==> src/hdl/dctm_pkg.sv <==
// Shared types and constants for the dual-channel trimmed-mean filter.
`timescale 1ns / 1ps

package dctm_pkg;

  localparam int CODE_W = 12;

  typedef logic [CODE_W-1:0] code_t;

  localparam code_t CODE_ONES = '1;

  typedef struct packed {
    logic load;
    logic close;
  } acc_ctl_t;

endpackage

==> src/hdl/dctm_chan_acc.sv <==
// Per-channel running sum, minimum and maximum with frame-close capture.
`timescale 1ns / 1ps

module dctm_chan_acc
  import dctm_pkg::*;
#(
  parameter int SUM_W = 15
) (
  input  logic             clk,
  input  logic             rst_n,
  input  acc_ctl_t         ctl,
  input  code_t            code,
  output logic [SUM_W-1:0] tot_sum,
  output code_t            tot_lo,
  output code_t            tot_hi
);

  logic [SUM_W-1:0] sum_r, sum_nxt;
  code_t            lo_r, lo_nxt;
  code_t            hi_r, hi_nxt;
  logic [SUM_W-1:0] tot_sum_r;
  code_t            tot_lo_r;
  code_t            tot_hi_r;

  always_comb begin
    sum_nxt = sum_r;
    lo_nxt  = lo_r;
    hi_nxt  = hi_r;
    if (ctl.load) begin
      sum_nxt = sum_r + SUM_W'(code);
      if (code < lo_r) begin
        lo_nxt = code;
      end
      if (code > hi_r) begin
        hi_nxt = code;
      end
    end
  end

  always_ff @(posedge clk) begin
    if (!rst_n || ctl.close) begin
      sum_r <= '0;
      lo_r  <= CODE_ONES;
      hi_r  <= '0;
    end else begin
      sum_r <= sum_nxt;
      lo_r  <= lo_nxt;
      hi_r  <= hi_nxt;
    end
  end

  // capture frame totals
  always_ff @(posedge clk) begin
    if (ctl.close) begin
      tot_sum_r <= sum_nxt;
      tot_lo_r  <= lo_nxt;
      tot_hi_r  <= hi_nxt;
    end
  end

  assign tot_sum = tot_sum_r;
  assign tot_lo  = tot_lo_r;
  assign tot_hi  = tot_hi_r;

endmodule

==> src/hdl/dctm_trim_div.sv <==
// Trim the extremes from a frame sum and divide by a constant via reciprocal multiply.
`timescale 1ns / 1ps

module dctm_trim_div
  import dctm_pkg::*;
#(
  parameter int SUM_W  = 15,
  parameter int REST_W = 15,
  parameter int DIV    = 6
) (
  input  logic             clk,
  input  logic             en,
  input  logic [SUM_W-1:0] sum,
  input  code_t            lo,
  input  code_t            hi,
  output code_t            quot
);

  localparam int LOG_D  = $clog2(DIV);
  localparam int SHIFT  = REST_W + LOG_D;
  localparam int MUL_W  = REST_W + 1;
  localparam int PROD_W = REST_W + MUL_W;
  localparam longint unsigned MULT = ((64'd1 << SHIFT) + 64'(DIV) - 64'd1) / 64'(DIV);

  logic [SUM_W-1:0]  rest_full;
  logic [REST_W-1:0] rest_r;
  logic [PROD_W-1:0] prod_nxt;
  logic [PROD_W-1:0] prod_r;

  assign rest_full = sum - SUM_W'(lo) - SUM_W'(hi);
  assign prod_nxt  = PROD_W'(rest_r) * PROD_W'(MULT);

  always_ff @(posedge clk) begin
    if (en) begin
      rest_r <= rest_full[REST_W-1:0];
      prod_r <= prod_nxt;
    end
  end

  assign quot = prod_r[SHIFT +: CODE_W];

endmodule

==> src/hdl/dual_channel_trimmed_mean.sv <==
// Top level of the dual-channel trimmed-mean filter.
`timescale 1ns / 1ps

// Takes one 12-bit ADC word per cycle, alternating battery then motor, and after
// 2*SAMPLES_PER_CHANNEL words gives one result word holding both channels' means
// with one minimum and one maximum dropped, truncated. out_valid rises after the
// edge that accepts the last word of a frame: totals are captured on that edge,
// then come trim, reciprocal multiply and the output register. A word
// is accepted every cycle, even while a result waits unread; the input stalls only
// when the next frame's result is ready to enter the output register and the
// previous result is still held there unread.
module dual_channel_trimmed_mean
  import dctm_pkg::*;
#(
  parameter int SAMPLES_PER_CHANNEL = 8
) (
  input  logic  clk,
  input  logic  rst_n,
  input  logic  in_valid,
  output logic  in_ready,
  input  code_t in_sample,
  output logic  out_valid,
  input  logic  out_ready,
  output code_t out_battery_mean,
  output code_t out_motor_mean
);

  localparam int FRAME_LEN = 2 * SAMPLES_PER_CHANNEL;
  localparam int POS_W     = $clog2(FRAME_LEN);
  localparam int SUM_W     = $clog2(SAMPLES_PER_CHANNEL * 4095 + 1);
  localparam int DIV       = SAMPLES_PER_CHANNEL - 2;
  localparam int REST_W    = $clog2(DIV * 4095 + 1);
  localparam logic [POS_W-1:0] LAST_POS = POS_W'(FRAME_LEN - 1);

  logic             en;
  logic             accept;
  logic             last;
  logic [POS_W-1:0] pos_r, pos_nxt;
  logic             tot_v_r, rest_v_r, prod_v_r, out_valid_r;
  code_t            bat_mean_r, mot_mean_r;
  acc_ctl_t         bat_ctl, mot_ctl;
  logic [SUM_W-1:0] bat_sum, mot_sum;
  code_t            bat_lo, bat_hi, mot_lo, mot_hi;
  code_t            bat_quot, mot_quot;

  assign en     = !(prod_v_r && out_valid_r && !out_ready);
  assign accept = in_valid && en;
  assign last   = (pos_r == LAST_POS);

  assign pos_nxt = last ? '0 : pos_r + POS_W'(1);

  assign bat_ctl.load  = accept && !pos_r[0];
  assign bat_ctl.close = accept && last;
  assign mot_ctl.load  = accept && pos_r[0];
  assign mot_ctl.close = accept && last;

  always_ff @(posedge clk) begin
    if (!rst_n) begin
      pos_r       <= '0;
      tot_v_r     <= 1'b0;
      rest_v_r    <= 1'b0;
      prod_v_r    <= 1'b0;
      out_valid_r <= 1'b0;
    end else begin
      if (en) begin
        if (accept) begin
          pos_r <= pos_nxt;
        end
        tot_v_r  <= accept && last;
        rest_v_r <= tot_v_r;
        prod_v_r <= rest_v_r;
      end
      if (en && prod_v_r) begin
        out_valid_r <= 1'b1;
      end else if (out_ready) begin
        out_valid_r <= 1'b0;
      end
    end
  end

  always_ff @(posedge clk) begin
    if (en && prod_v_r) begin
      bat_mean_r <= bat_quot;
      mot_mean_r <= mot_quot;
    end
  end

  dctm_chan_acc #(.SUM_W(SUM_W)) u_bat_acc (
    .clk     (clk),
    .rst_n   (rst_n),
    .ctl     (bat_ctl),
    .code    (in_sample),
    .tot_sum (bat_sum),
    .tot_lo  (bat_lo),
    .tot_hi  (bat_hi)
  );

  dctm_chan_acc #(.SUM_W(SUM_W)) u_mot_acc (
    .clk     (clk),
    .rst_n   (rst_n),
    .ctl     (mot_ctl),
    .code    (in_sample),
    .tot_sum (mot_sum),
    .tot_lo  (mot_lo),
    .tot_hi  (mot_hi)
  );

  dctm_trim_div #(.SUM_W(SUM_W), .REST_W(REST_W), .DIV(DIV)) u_bat_div (
    .clk  (clk),
    .en   (en),
    .sum  (bat_sum),
    .lo   (bat_lo),
    .hi   (bat_hi),
    .quot (bat_quot)
  );

  dctm_trim_div #(.SUM_W(SUM_W), .REST_W(REST_W), .DIV(DIV)) u_mot_div (
    .clk  (clk),
    .en   (en),
    .sum  (mot_sum),
    .lo   (mot_lo),
    .hi   (mot_hi),
    .quot (mot_quot)
  );

  assign in_ready         = en;
  assign out_valid        = out_valid_r;
  assign out_battery_mean = bat_mean_r;
  assign out_motor_mean   = mot_mean_r;

endmodule
==> config.mk <==
export PLATFORM = sky130hd
export DESIGN_NAME = dual_channel_trimmed_mean
export DESIGN_NICKNAME = d
export VERILOG_FILES = /design/src/hdl/dctm_pkg.sv /design/src/hdl/dctm_chan_acc.sv /design/src/hdl/dctm_trim_div.sv /design/src/hdl/dual_channel_trimmed_mean.sv
export SDC_FILE = /design/constraint.sdc
export NUM_CORES = 1
export LEC_CHECK = 0
export ABC_AREA = 1
export BUFFER_PORTS_ARGS = -buffer_cell sky130_fd_sc_hd__buf_2
export CAP_MARGIN = 10
export CORE_MARGIN = 8
export CORE_UTILIZATION = 59
export DETAILED_ROUTE_END_ITERATION = 12
export PLACE_DENSITY = 0.79
export SETUP_SLACK_MARGIN = 0.5
export SLEW_MARGIN = 20
export SYNTH_ARGS = -nofsm -noshare
export SYNTH_HDL_FRONTEND = slang
export SYNTH_SLANG_ARGS = --single-unit
==> constraint.sdc <==
create_clock -name clk -period 4.7 [get_ports clk]
set_input_delay 0.47 -clock clk [delete_from_list [all_inputs] [get_ports clk]]
set_output_delay 0.47 -clock clk [all_outputs]
set_load 0.005 [all_outputs]
# After elaboration in Yosys (flattened, before gate mapping)
# Cells that the tools add are included.
[classes] add_sub_neg=7 multipliers=2 magnitude_cmp=4 eq_ne=1 n_mux=13 bitwise=1 reduce_logical=14
[op_table] operator="$mux 12" count=8
[op_table] operator="$mul 15x16->30 const B" count=2
[op_table] operator="$sub 15x12->15" count=4
[op_table] operator="$add 15x12->15" count=2
[op_table] operator="$mux 15" count=2
[op_table] operator="$gt 12x12->1" count=2
[op_table] operator="$lt 12x12->1" count=2
[op_table] operator="$logic_and 1x1->1" count=7
[op_table] operator="$add 4x1->4 const B" count=1
[op_table] operator="$eq 4x4->1 const B" count=1
[op_table] operator="$logic_not 1->1" count=4
[op_table] operator="$mux 4" count=1
[op_table] operator="$mux 1" count=2
[op_table] operator="$reduce_and 2->1" count=1
[op_table] operator="$reduce_bool 2->1" count=1
[op_table] operator="$logic_or 1x1->1" count=1
[op_table] operator="$not 1->1" count=1
[totals] regBits=278 inputBits=16 out_inout_bits=26

# Longest topological paths before layout
# Gate-level depths: netlist (run 1).
[depth] ltp_word=6 mapped_depth=23

# Cells and area by module
# A second synthesis (run 1) with hierarchy kept.
[unflattened] cells_unflattened=2542 hier_area_um2=21354.2
[modules_own_cells] mod="dctm_trim_div at u_bat_div" instances=1 cells_per_inst=702 area_per_inst_um2=5864.4 seq_area_each_um2=810.8
[modules_own_cells] mod="dctm_trim_div at u_mot_div" instances=1 cells_per_inst=696 area_per_inst_um2=5781.8 seq_area_each_um2=810.8
[modules_own_cells] mod="dctm_chan_acc at u_bat_acc" instances=1 cells_per_inst=535 area_per_inst_um2=4400.5 seq_area_each_um2=1951.9
[modules_own_cells] mod="dctm_chan_acc at u_mot_acc" instances=1 cells_per_inst=534 area_per_inst_um2=4202.8 seq_area_each_um2=1951.9
[modules_own_cells] mod="dual_channel_trimmed_mean" instances=1 cells_per_inst=75 area_per_inst_um2=1104.8 seq_area_each_um2=880.8

# Worst setup path before layout (run 1)
# OpenSTA, ideal clock, no wires.
[synth_path] path_kind="register -> register" startpoint="register u_bat_div.rest_r[2]" endpoint="register u_bat_div.prod_r[28], data pin" setup_time_ns=0.252 arrival_ns=4.450 required_ns=4.448 slack_ns=-0.002 stages_incl_launch_ff=19 cell_sequence="edfxtp_1 > ha_1 > inv_1 > fa_1 > fa_1 > inv_1 > fa_1 > inv_1 > fa_1 > inv_1 > fa_1 > ha_1 > nand2_1 > nor2_1 > inv_1 > nor4_1 > nand2_1 > nand3_1 > nand2_1"
[synth_via] elab_chain_len=1
[synth_lines] element="from (decl)" line_no="dctm_trim_div.sv:26" rtl="logic [REST_W-1:0] rest_r;"
[synth_lines] element="from (signal assigned)" line_no="dctm_trim_div.sv:35" rtl="rest_r <= rest_full[REST_W-1:0];"
[synth_lines] element="$mul 15x16->30" line_no="dctm_trim_div.sv:31" rtl="assign prod_nxt = PROD_W'(rest_r) * PROD_W'(MULT);"
[synth_lines] element="net u_bat_div.prod_nxt[28]" line_no="dctm_trim_div.sv:27" rtl="logic [PROD_W-1:0] prod_nxt;"
[synth_lines] element="to (signal assigned)" line_no="dctm_trim_div.sv:36" rtl="prod_r <= prod_nxt;"
[synth_lines] element="to (decl)" line_no="dctm_trim_div.sv:28" rtl="logic [PROD_W-1:0] prod_r;"
# The timed path passes the listed nets, and every way through them passes these cells.
# A chain may end at the register's enable or synchronous reset.

# Final worst setup path (run 1)
[layout_path] startpoint="register u_mot_div.rest_r[9]" endpoint="register u_mot_div.prod_r[23], data pin"
[layout_via] elab_chain_len=1
[layout_lines] element="from (decl)" line_no="dctm_trim_div.sv:26"
[layout_lines] element="from (signal assigned)" line_no="dctm_trim_div.sv:35"
[layout_lines] element="$mul 15x16->30" line_no="dctm_trim_div.sv:31"
[layout_lines] element="net u_mot_div.prod_nxt[23]" line_no="dctm_trim_div.sv:27"
[layout_lines] element="to (signal assigned)" line_no="dctm_trim_div.sv:36"
[layout_lines] element="to (decl)" line_no="dctm_trim_div.sv:28"
# The timed path passes the listed nets, and every way through them passes these cells.

==> summary.md, run 1 <==
| Metric | Value |
|---|---|
| DRC Markers | 0 |
| Syn nets | 3003 |
| Core area | 0.0355 mm^2 |
| Worst setup EP type | register |
| Area after DPL | 0.0224 mm^2 |
| CTS root buf | clkbuf_16 |
| RSZ-0062 raised after global routing | yes |
| Post-Route WL | 50.1 mm |
| H-Tree Depth | 1 |
| EDFF count, synth | 156 |
| Pint | 3.94 mW |
| Final Max Slew Viols | 0 |
| Largest net degree at the start of global routing | 59 |
| First-pass GRT wire length | 82.2 mm |
| Cells after Synth | 2541 |
| Routability cong. | 0.927 |
| Slew @ Worst Pin | 1.11 ns |
| Cell Area, Synth | 0.0212 mm^2 |
| Worst-path clk slew | 0.07 ns |
| Total number of vias | 16865 |
| Net count, final | 3125 |
| Starting density of the core | 59.7% |
| Failing checks | setup timing |
| Max frequency | 210 MHz |
| Place WS | -0.146 ns |
| Switching share of power | 25.7% |
| Setup ws final | -0.0596 ns |
| Synth warn | 0 |
| Number of DRC markers in iteration 0 | 884 |
| CP max FO | 4 |
| DP HPWL | 39.3 mm |
| Met2 Use GR | 42.0% |
| Die Y | 206 um |
| Grt met1 use | 29.5% |
| Tcrit/Tclk final | 101% |
| Die X | 206 um |
| Clock Latency Late Sink | 0.55 ns |
| Via-to-Cell Ratio | 5.36 |
| Leak | 12.6 nW |
| Die area | 0.0422 mm^2 |
| WL/cell | 15.9 um |
| Number of global-route vias before repair | 17328 |
| Crit Path Class | register to register |
| Grt ovf | 0 |
| Final Critical Period | 4.76 ns |
| Critical Path RT | 5.01 ns |
| Syn Area/Cell | 8.34 um^2 |
| Sw power | 1.36 mW |
| Min-Delay Path Class | input pin to register |
| Multi-input logic area | 0.0138 mm^2 |
| Post-CTS Hold Fix Bufs | 0 |
| Port Buf Inserts | 41 |
| Design area | 0.0245 mm^2 |
| Rows | 69 |
| TritonRoute pass-1 iters | 8 |
| FF+latch count, synth | 242 |
| Number of I/O pins | 42 |
| Remaining antenna violation count | 0 |
| Critical Path Start Type | register |
| Cell area power density | 216 mW/mm^2 |
| Sequential-to-total area share from yosys stat | 30.2% |
| Clock sinks | 242 |
| Initial antenna violation count | 0 |
| Worst Path Arrival | 5.07 ns |
| Most crowded layer after global routing | met2 |
| Ys async rst share | 0% |
| Final hold vios | 0 |
| Fill cells | 2724 |
| Layout area overhead | 15.4% |
| Setup Viol. Count Final | 1 |
| Number of distinct library cells after synthesis | 39 |
| CTS buffer count | 27 |
| Combinational power share | 11.3% |
| Sequential Area | 0.00641 mm^2 |
| CTS tree | yes |
| Share of cells above drive strength 1 | 14.3% |
| Gr usage total | 23.8% |
| Predominant post-synthesis flop cell | edfxtp_1 |
| GR Layer Usage met3 | 3.10% |
| Clock Path Buffers | 3 |
| Skew final | 0.0125 ns |
| Max VDD drop | 0.296 mV |
| Max transition margin | 25.7% |
| Run status | finished with violations |
| Max Cap Viol | 0 |
| Sequential power share | 44.4% |
| Total power | 5.29 mW |
| Clk pwr share | 44.3% |
## flip-flops by register name, summed over array words and instances, names as in the netlist, 12 cells and up
register / count
u_bat_acc.lo_r: 12
u_bat_acc.tot_hi: 12
u_bat_div.rest_r: 15
u_mot_acc.hi_r: 12
out_motor_mean: 12
out_battery_mean: 12
u_bat_acc.hi_r: 12
u_mot_acc.tot_hi: 12
u_bat_acc.sum_r: 15
u_bat_acc.tot_lo: 12
u_bat_div.prod_r: 12
u_bat_acc.tot_sum: 15
u_mot_acc.tot_lo: 12
u_mot_acc.sum_r: 15
u_mot_acc.tot_sum: 15
u_mot_acc.lo_r: 12
u_mot_div.rest_r: 15
u_mot_div.prod_r: 12
## layout make-up
class                      count  area share, %
multi-input combinational   1765           56.3
sequential                   242           26.2
inverter                     509           7.83
timing repair buffer         118           3.26
clock buffer                  31           2.91
tap                          461           2.36
clock inverter                18           1.10
antenna                        1         0.0102
## what timing repair did
action                                  4_1_cts  5_1_grt
resized for setup                            97       77
endpoints found under the setup margin       24       24
buffers inserted                             14        8
pin swaps                                    44       42
## Yosys cell counts, types with 16 or more instances
| cell | instances | area [um^2] |
|---|---|---|
| a21oi_1 | 131 | 656 |
| dfxtp_1 | 86 | 1720 |
| nand4_1 | 27 | 169 |
| xnor2_1 | 23 | 201 |
| edfxtp_1 | 156 | 4680 |
| nand3_1 | 177 | 886 |
| o21bai_1 | 16 | 120 |
| inv_1 | 504 | 1890 |
| ha_1 | 305 | 3820 |
| fa_1 | 141 | 2820 |
| xor2_1 | 33 | 289 |
| nand2_1 | 618 | 2320 |
| nor2_1 | 172 | 646 |
| o21ai_0 | 44 | 220 |
| buf_2 | 18 | 90.1 |
## power by group through the flow
stage	sequential, mW	clock [mW]	combinational, mW
after floorplan	2.39	0	0.430
after global placement	2.39	0	0.547
after detailed placement	2.39	0	0.578
after CTS	2.35	2.39	0.586
after global routing	2.35	2.47	0.674
final	2.35	2.34	0.600
## worst max-delay path: stages, from the launching register on
cell and delay (ns):
edfxtp_1 0.43, ha_4 0.28, fa_1 0.54, inv_2 0.06
fa_1 0.47, inv_1 0.05, fa_1 0.50, inv_2 0.04
fa_1 0.47, inv_1 0.05, fa_1 0.48, ha_4 0.32
nand4_1 0.21, nor3_2 0.25, nand2_1 0.07, nor2_1 0.09
nor2_1 0.07, nand3_1 0.06, nand2_1 0.06
## final timing paths
kind | startpoint | end | slack [ns] | cells past startpoint
worst max-delay path | u_mot_div.rest_r[9] | u_mot_div.prod_r[23] | -0.06 | 18
worst min-delay path | rst_n | rest_v_r | 0.20 | 3
worst max register to register | u_mot_div.rest_r[9] | u_mot_div.prod_r[23] | -0.06 | 18
worst min register to register | u_mot_div.prod_r[25] | out_motor_mean[7] | 0.42 | 0
## metal layers
layer / part of all wire, % / vias up
li1: - / 8384
met3: 5.0 / 121
met5: 0 / -
met2: 49 / 427
met4: 3.4 / 0
met1: 43 / 7933
## layout by cell type (no fill, tap or decap), types with 6 or more instances in the layout
cell and n:
nand3_1 164, or2_2 8, buf_4 73, a21o_1 11, nand2_1 583, nor3_1 9
nor2_4 14, xor2_1 32, fa_2 12, o21ai_0 41, nand3_2 12, fa_1 129
ha_4 37, nand3b_1 7, clkbuf_16 27, bufinv_16 6, nand2_2 30, nor2_2 23
and2_1 10, nor2_1 140, nand4_1 27, buf_2 41, o21bai_1 14, a21oi_1 104
inv_2 22, nor3_2 6, xnor2_1 23, a21oi_2 27, edfxtp_1 156, inv_1 485
ha_1 264, nand2_4 7, dfxtp_1 86
## cell families (layout without fill, tap and decap cells)
| kind of cell | Yosys count | count (layout) | synth area share, % |
|---|---|---|---|
| AOI/OAI and AO/OA | 214 | 214 | 5.58 |
| xor gates and xnor gates | 56 | 56 | 2.31 |
| adders and majority gates | 446 | 446 | 31.3 |
| buffers and inverters | 534 | 676 | 9.74 |
| DFF | 242 | 242 | 30.2 |
| other | 0 | 1 | 0 |
| and+or+nand+nor | 1049 | 1049 | 20.8 |
## per-stage QoR
step	cells	hold WS [ns]	setup TNS, ns	utilization [%]
after detailed placement	3073	0.405	-0.417	63.3
after CTS	3136	0.177	0	67.6
final	3145	0.201	-0.0596	68.9
after floorplan	2541	0.400	0	-
after global placement	3073	0.401	-0.175	63.3
after global routing	3144	0.214	-1.85	68.9
No activity file was read; power rests on OpenSTA's default activity.
==> run 2: changes to the inputs <==
CORE_UTILIZATION = 60   (was 59)
PLACE_DENSITY = 0.77   (was 0.79)
clock period = 5.4 ns   (was 4.7 ns; I/O delays follow)
==> run 2 against run 1 <==
Effect of this change:
- the flow now finishes without violations
- clock power decreased by 20%
- global-route usage down 1.2 points
- critical path depth rose by 2
- power shrank 16%
- setup slack improved by 0.64 ns
- non-clock buffer count shrank 39
==> summary.md, run 2 (synthesized netlist as in run 1, its figures left out) <==
| Metric | Value |
|---|---|
| Run status | finished, final reports clean |
| Number of DRC markers in iteration 0 | 828 |
| RSZ-0062 raised after global routing | yes |
| CTS root buf | clkbuf_16 |
| Leak | 12.3 nW |
| Crit Path Class | register to register |
| Via-to-Cell Ratio | 5.34 |
| Starting density of the core | 60.3% |
| Die area | 0.0416 mm^2 |
| Setup TNS Final | 0 ns |
| Final Max Slew Viols | 0 |
| WL/cell | 15.3 um |
| Worst setup EP type | register |
| CTS tree | yes |
| Multi-input logic area | 0.0132 mm^2 |
| CTS buffer count | 28 |
| Die X | 204 um |
| Remaining antenna violation count | 0 |
| Setup Viol. Count Final | 0 |
| DRC Markers | 0 |
| Share of cells above drive strength 1 | 9.97% |
| Crit path buf inv count | 4 |
| Die Y | 204 um |
| Post-Route WL | 47.5 mm |
| Slew @ Worst Pin | 1.09 ns |
| Final hold vios | 0 |
| Max frequency | 207 MHz |
| Most common cell after layout, fill and taps aside | nand2_1 |
| Critical Path Max Stage Delay | 0.55 ns |
| Cell area power density | 188 mW/mm^2 |
| Critical Path RT | 5.73 ns |
| Max transition margin | 27.2% |
| Clock Latency Late Sink | 0.58 ns |
| Clock sinks | 242 |
| Largest net degree at the start of global routing | 60 |
| Worst path cell trace | ha_4, inv_1, fa_2, fa_1, inv_1, fa_1, inv_1, fa_1, inv_1, fa_2, ha_4, nand2_1, nand2_1, o21bai_2, a21oi_2, nand2_2, nand2_1, nand2_1, nand2_1, nand2_1 |
| Total number of vias | 16588 |
| Max VDD drop | 0.238 mV |
| Most used cell, CP | nand2_1 |
| Antenna diode count | 0 |
| H-Tree Depth | 1 |
| Initial antenna violation count | 2 |
| Port Buf Inserts | 41 |
| Grt ovf | 0 |
| Net count, final | 3087 |
| Gr usage total | 22.6% |
| Max Cap Viol | 0 |
| First-pass GRT wire length | 77.8 mm |
| Post-CTS Hold Fix Bufs | 0 |
| Critical Path Start Type | register |
| Worst hold stages | 3 |
| Skew final | 0.0265 ns |
| CP top delay family | adder cells |
| Number of global-route vias before repair | 16723 |
| Number of I/O pins | 42 |
| DP HPWL | 37.8 mm |
| Core area | 0.0351 mm^2 |
| Design area | 0.0235 mm^2 |
| Worst R2R Path Depth | 20 |
| Tcrit/Tclk final | 89.3% |
| Number of cells on the critical path | 20 |
| Worst-path clk slew | 0.06 ns |
| Min-Delay Path Class | input pin to register |
| TritonRoute pass-1 iters | 5 |
| Final Critical Period | 4.82 ns |
| Routability cong. | 0.949 |
| Final core area utilization | 67.0% |
| Sequential Area | 0.00641 mm^2 |
| CP max FO | 3 |
| Most frequent cells in the layout | nand2_1, inv_1, ha_1 |
| Area after DPL | 0.0218 mm^2 |
| Worst Path Arrival | 5.16 ns |
| Clock Path Buffers | 3 |
| Slowest cell on the critical path | fa_2 |
| Layout area overhead | 11.1% |
| Fill cells | 2831 |
| Rows | 69 |
run 2: cell count changes in the layout (fill, tap and decap cells not counted), sizes merged:
cell | previous run | this run
clkinv | 4 | 9
buf | 118 | 79
inv | 512 | 515
diode | 1 | 0
clkinvlp | 5 | 4
clkbuf | 31 | 32
bufinv | 6 | 1
run 2: worst register-to-register path: stages (launching register included):
cell and delay, ns:
edfxtp_1 0.46, ha_4 0.32, inv_1 0.05, fa_2 0.38, fa_1 0.52, inv_1 0.05
fa_1 0.54, inv_1 0.05, fa_1 0.49, inv_1 0.05, fa_2 0.55, ha_4 0.21
nand2_1 0.07, nand2_1 0.08, o21bai_2 0.24, a21oi_2 0.17, nand2_2 0.11, nand2_1 0.10
nand2_1 0.05, nand2_1 0.05, nand2_1 0.06
run 2: power by group:
| group | switching [mW] | total (mW) | internal (mW) |
|---|---|---|---|
| clock network | 0.825 | 1.87 | 1.05 |
| logic | 0.344 | 0.509 | 0.165 |
| registers | 0.0244 | 2.04 | 2.02 |
run 2: metal layers:
metal	vias to the layer above	wire [um]	GRT usage (%)
li1	8306	-	-
met5	-	23	0
met1	7734	20300	27.7
met2	421	23100	40.4
met4	4	1530	7.33
met3	123	2550	3.12
run 2: metrics by stage:
stage | std cells | total power [mW] | setup slack [ns] | hold WS, ns
floorplan | 2541 | 2.45 | 0.698 | 0.400
global placement | 3021 | 2.56 | 0.371 | 0.402
detailed placement | 3021 | 2.58 | 0.321 | 0.405
CTS | 3076 | 4.46 | 0.506 | 0.210
global route | 3108 | 4.60 | 0.382 | 0.226
finish | 3108 | 4.43 | 0.575 | 0.236
run 2: area by class of cell:
type / count / share of cell area [%]
Inverter: 509 / 8.11
Multi-Input combinational cell: 1765 / 56.3
Clock buffer: 32 / 3.12
Sequential cell: 242 / 27.2
Clock inverter: 20 / 0.770
Tap cell: 461 / 2.45
Timing Repair Buffer: 79 / 2.08
run 2: final timing paths:
path                             start                    to  slack, ns
hold / removal                   rst_n              rest_v_r       0.24
hold reg to reg   u_mot_div.prod_r[28]    out_motor_mean[10]       0.42
setup reg to reg   u_mot_div.rest_r[0]  u_mot_div.prod_r[29]       0.58
setup / recovery   u_mot_div.rest_r[0]  u_mot_div.prod_r[29]       0.58
run 2: repair_timing:
item	CTS	global route
endpoints found under the setup margin	21	24
cloned	0	0
gates resized for setup	7	116
pin swaps	0	42
setup buffers	3	32
